[src/rtl/dld_ram.sv]
// Generic single-port-write, single-port-read synchronous RAM with registered read.
// No dependencies.
`default_nettype none
module dld_ram #(
    parameter int Width = 8,
    parameter int Depth = 32
) (
    input  wire logic                     i_clk,
    input  wire logic                     i_we,
    input  wire logic [$clog2(Depth)-1:0] i_waddr,
    input  wire logic [Width-1:0]         i_wdata,
    input  wire logic [$clog2(Depth)-1:0] i_raddr,
    output logic      [Width-1:0]         o_rdata
);
    logic [Width-1:0] r_mem [Depth];

    always_ff @(posedge i_clk) begin
        if (i_we) begin
            r_mem[i_waddr] <= i_wdata;
        end
        o_rdata <= r_mem[i_raddr];
    end
endmodule
`default_nettype wire

[config.mk]
export PLATFORM = sky130hd
export DESIGN_NAME = dld_ram
export DESIGN_NICKNAME = d
export VERILOG_FILES = /design/src/rtl/dld_ram.sv
export SDC_FILE = /design/constraint.sdc
export NUM_CORES = 1
export LEC_CHECK = 0
export BUFFER_PORTS_ARGS = -buffer_cell sky130_fd_sc_hd__buf_2
export CAP_MARGIN = 25
export CORE_MARGIN = 2
export CORE_UTILIZATION = 48
export DETAILED_ROUTE_END_ITERATION = 12
export GPL_ROUTABILITY_DRIVEN = 0
export HOLD_SLACK_MARGIN = 0.12
export PLACE_DENSITY = 0.76
export SYNTH_ARGS = -nofsm -noshare
export SYNTH_HDL_FRONTEND = slang
export SYNTH_SLANG_ARGS = --single-unit
[constraint.sdc]
create_clock -name i_clk -period 2.24 [get_ports i_clk]
set_input_delay 0.448 -clock i_clk [delete_from_list [all_inputs] [get_ports i_clk]]
set_output_delay 0.448 -clock i_clk [all_outputs]
set_load 0.01 [all_outputs]
==> flow_metrics.py <==
metrics = {
    "status": {
        "status": "completed",
    },
    "floorplan": {
        "die_w_um": 148.7,
        "die_area_mm2": 0.02212,
        "core_area_mm2": 0.02036,
        "start_util": 0.4937,
        "ios": 28,
        "die_y_um": 148.7,
        "rows": 52,
    },
    "sta": {
        "rsz0062_at_grt": "false",
        "post-route-period-util": 0.8299,
        "min_period_ns": 1.859,
        "max_slew.worst_pin.slew_ns": 0.6160,
        "max_freq_ghz": 0.5379,
        "final-max-slew-violation-count": 0,
        "timing.hold.ws_ns": 0.4074,
        "tns_ns": 0,
        "skew_ns": 0.03510,
        "layout_setup_ws_ns": 0.3810,
        "slew_headroom": 0.5893,
        "setup_viol": 0,
        "finalHoldViolCount": 0,
    },
    "clock_network": {
        "cts_htree_levels": 1,
        "cts_buffer_depth": 3,
        "clockRootBuffer": "clkbuf_16",
        "clk_latency_ns": 0.53,
        "cts_resized": 0,
        "cts_tree": "yes",
        "path_clk_slew_ns": 0.06,
        "cts_buffers": 25,
        "cts_setup_buffers": 0,
        "clock-sinks": 264,
        "ctsHoldBuffers": 0,
    },
    "power_and_ir_drop": {
        "switchingPower_mw": 1.982,
        "pwr-share-clk": 0.396,
        "internal-power_mw": 8.063,
        "p_total_mw": 10.05,
        "leakage_nw": 3.729,
        "p_comb_frac": 0.055,
        "pwr_density_cell_mw_per_mm2": 862.8,
        "irDropWorstVdd_uv": 589.1,
        "switching_share": 0.1973,
        "pwr-share-seq": 0.549,
    },
    "yosys": {
        "synth_area_leaders": "edfxtp_1 (76%), mux4_2 (18%), dfxtp_1 (1.6%), nor2_1 (1.2%), mux2_2 (0.90%)",
        "synth.avg_cell_area_um2": 24.11,
        "synth_edf_count": 256,
        "synth_top_area_cell": "edfxtp_1",
        "yosys_warnings": 0,
        "synthesis.nets": 437,
        "syn_inst": 417,
        "yosys.cell_types.count": 15,
        "synth_top_area_share": 0.7647,
        "ys.flop_type": "edfxtp_1",
        "synthArstFlopShare": 0,
        "syn_area_mm2": 0.01005,
        "netlist_top_cells_count": "edfxtp_1 (256), mux4_2 (80), nor2_1 (33)",
        "ys_ff_latch": 264,
        "synth_most_common_cell": "edfxtp_1",
        "ys_seq_area_frac": 0.7806,
    },
    "min_path": {
        "hold_class": "in -> reg",
    },
    "finish": {
        "finish.utilization": 0.5717,
        "fill_cells": 1375,
        "nets": 514,
        "area_growth_pct": 15.81,
        "drive_above_1_share": 0.3840,
    },
    "global_route": {
        "grt_pass1_wl_mm": 31.24,
        "grt_pass1_vias": 4826,
        "overflow": 0,
        "antenna_found_initial": 1,
        "grt_max_degree": 33,
        "grt_usage": 0.1941,
    },
    "routing": {
        "dr.pass1.iters": 4,
        "drc": 0,
        "wl_per_cell_um": 25.86,
        "wirelength_mm": 20.28,
        "ant_nets": 0,
        "drtIter0Drc": 461,
        "routed_via_density": 5.875,
        "num_vias": 4606,
    },
    "worst_setup_path": {
        "crit_arrival_ns": 2.24,
        "crit_type": "reg -> reg",
        "startpoint_type": "flip-flop",
        "crit_fanout": 1,
        "endpoint_kind": "flip-flop",
        "crit_required_ns": 2.62,
    },
    "flow_run": {
        "drv_cap": 0,
    },
    "place": {
        "numPortBuffers": 27,
        "dpl_worst_slack_ns": -0.1551,
        "dp_hpwl_mm": 12.92,
    },
}
## power by group through the flow
stage          sequential [mW]  combinational [mW]  clock (mW)
3_3_place_gp              5.62               0.534           0
3_5_place_dp              5.62               0.552           0
5_1_grt                   5.52               0.588        4.23
4_1_cts                   5.52               0.557        4.05
6_report                  5.52               0.552        3.97
2_1_floorplan             5.62               0.293           0
## logic make-up (layout without fill, tap and decap cells)
group                  Yosys count  count (layout)  synth area share
DFF                            264             264            0.7806
and+or+nand+nor                 45              45           0.02066
other                            0               1                 0
muxes                           88              88            0.1882
buffers and inverters           20             116           0.01058
## path summary, 6_finish.rpt
kind	from	endpoint	slack, ns	cells after the start
max	r_mem[21][3]$_DFFE_PP_	o_rdata[3]$_DFF_P_	0.38	3
min	i_raddr[3]	o_rdata[7]$_DFF_P_	0.41	2
max reg2reg	r_mem[21][3]$_DFFE_PP_	o_rdata[3]$_DFF_P_	0.38	3
min reg2reg	r_mem[30][3]$_DFFE_PP_	o_rdata[3]$_DFF_P_	0.92	3
## cell usage in the layout, fill, tap and decap left out
master     count
clkinv_2       5
clkbuf_1      10
or3_1          1
nand3_1        2
mux4_2        80
clkbuf_8       4
diode_2        1
clkbuf_16     25
edfxtp_1     256
nand2_1        1
inv_6          1
nor2_1        33
buf_4         35
dfxtp_1        8
nand3b_1       5
buf_12         9
mux2_2         8
bufinv_16      1
buf_2         26
or3b_2         3
## worst max-delay path, cell delays in order (launching register included)
cell and delay, ns:
edfxtp_1 0.38, mux4_2 0.52, mux4_2 0.53, mux2_2 0.28
## per-layer routing
metal / GRT usage / part of all wire / wire length, um / vias to the layer above
li1: - / - / - / 1932
met1: 0.2866 / 0.42 / 8427 / 2422
met2: 0.3051 / 0.48 / 9789 / 213
met3: 0.02822 / 0.073 / 1472 / 39
met4: 0.06286 / 0.029 / 587 / 0
met5: 0 / 0 / 0 / -
## sequential cells by signal, summed over array words and instances (netlist names)
signal and cells:
o_rdata 8, r_mem 256
## metrics by stage
step                      std cells  instance area (um2)
final                           784                11640
after CTS                       783                11640
after detailed placement        737                10860
after global routing            784                11640
after floorplan                 417                10060
after global placement          737                10860
## cell type report
class	count	area, um2	area share
repair buffers	70	573.1	0.04922
well taps	270	337.8	0.02902
clock buffers	39	718.2	0.06169
multi-input cells	133	2100	0.1803
diodes	1	2.502	0.0002149
flip-flops and latches	264	7848	0.6740
clock inverters	7	63.81	0.005481
(Power assumes the default switching activity.)
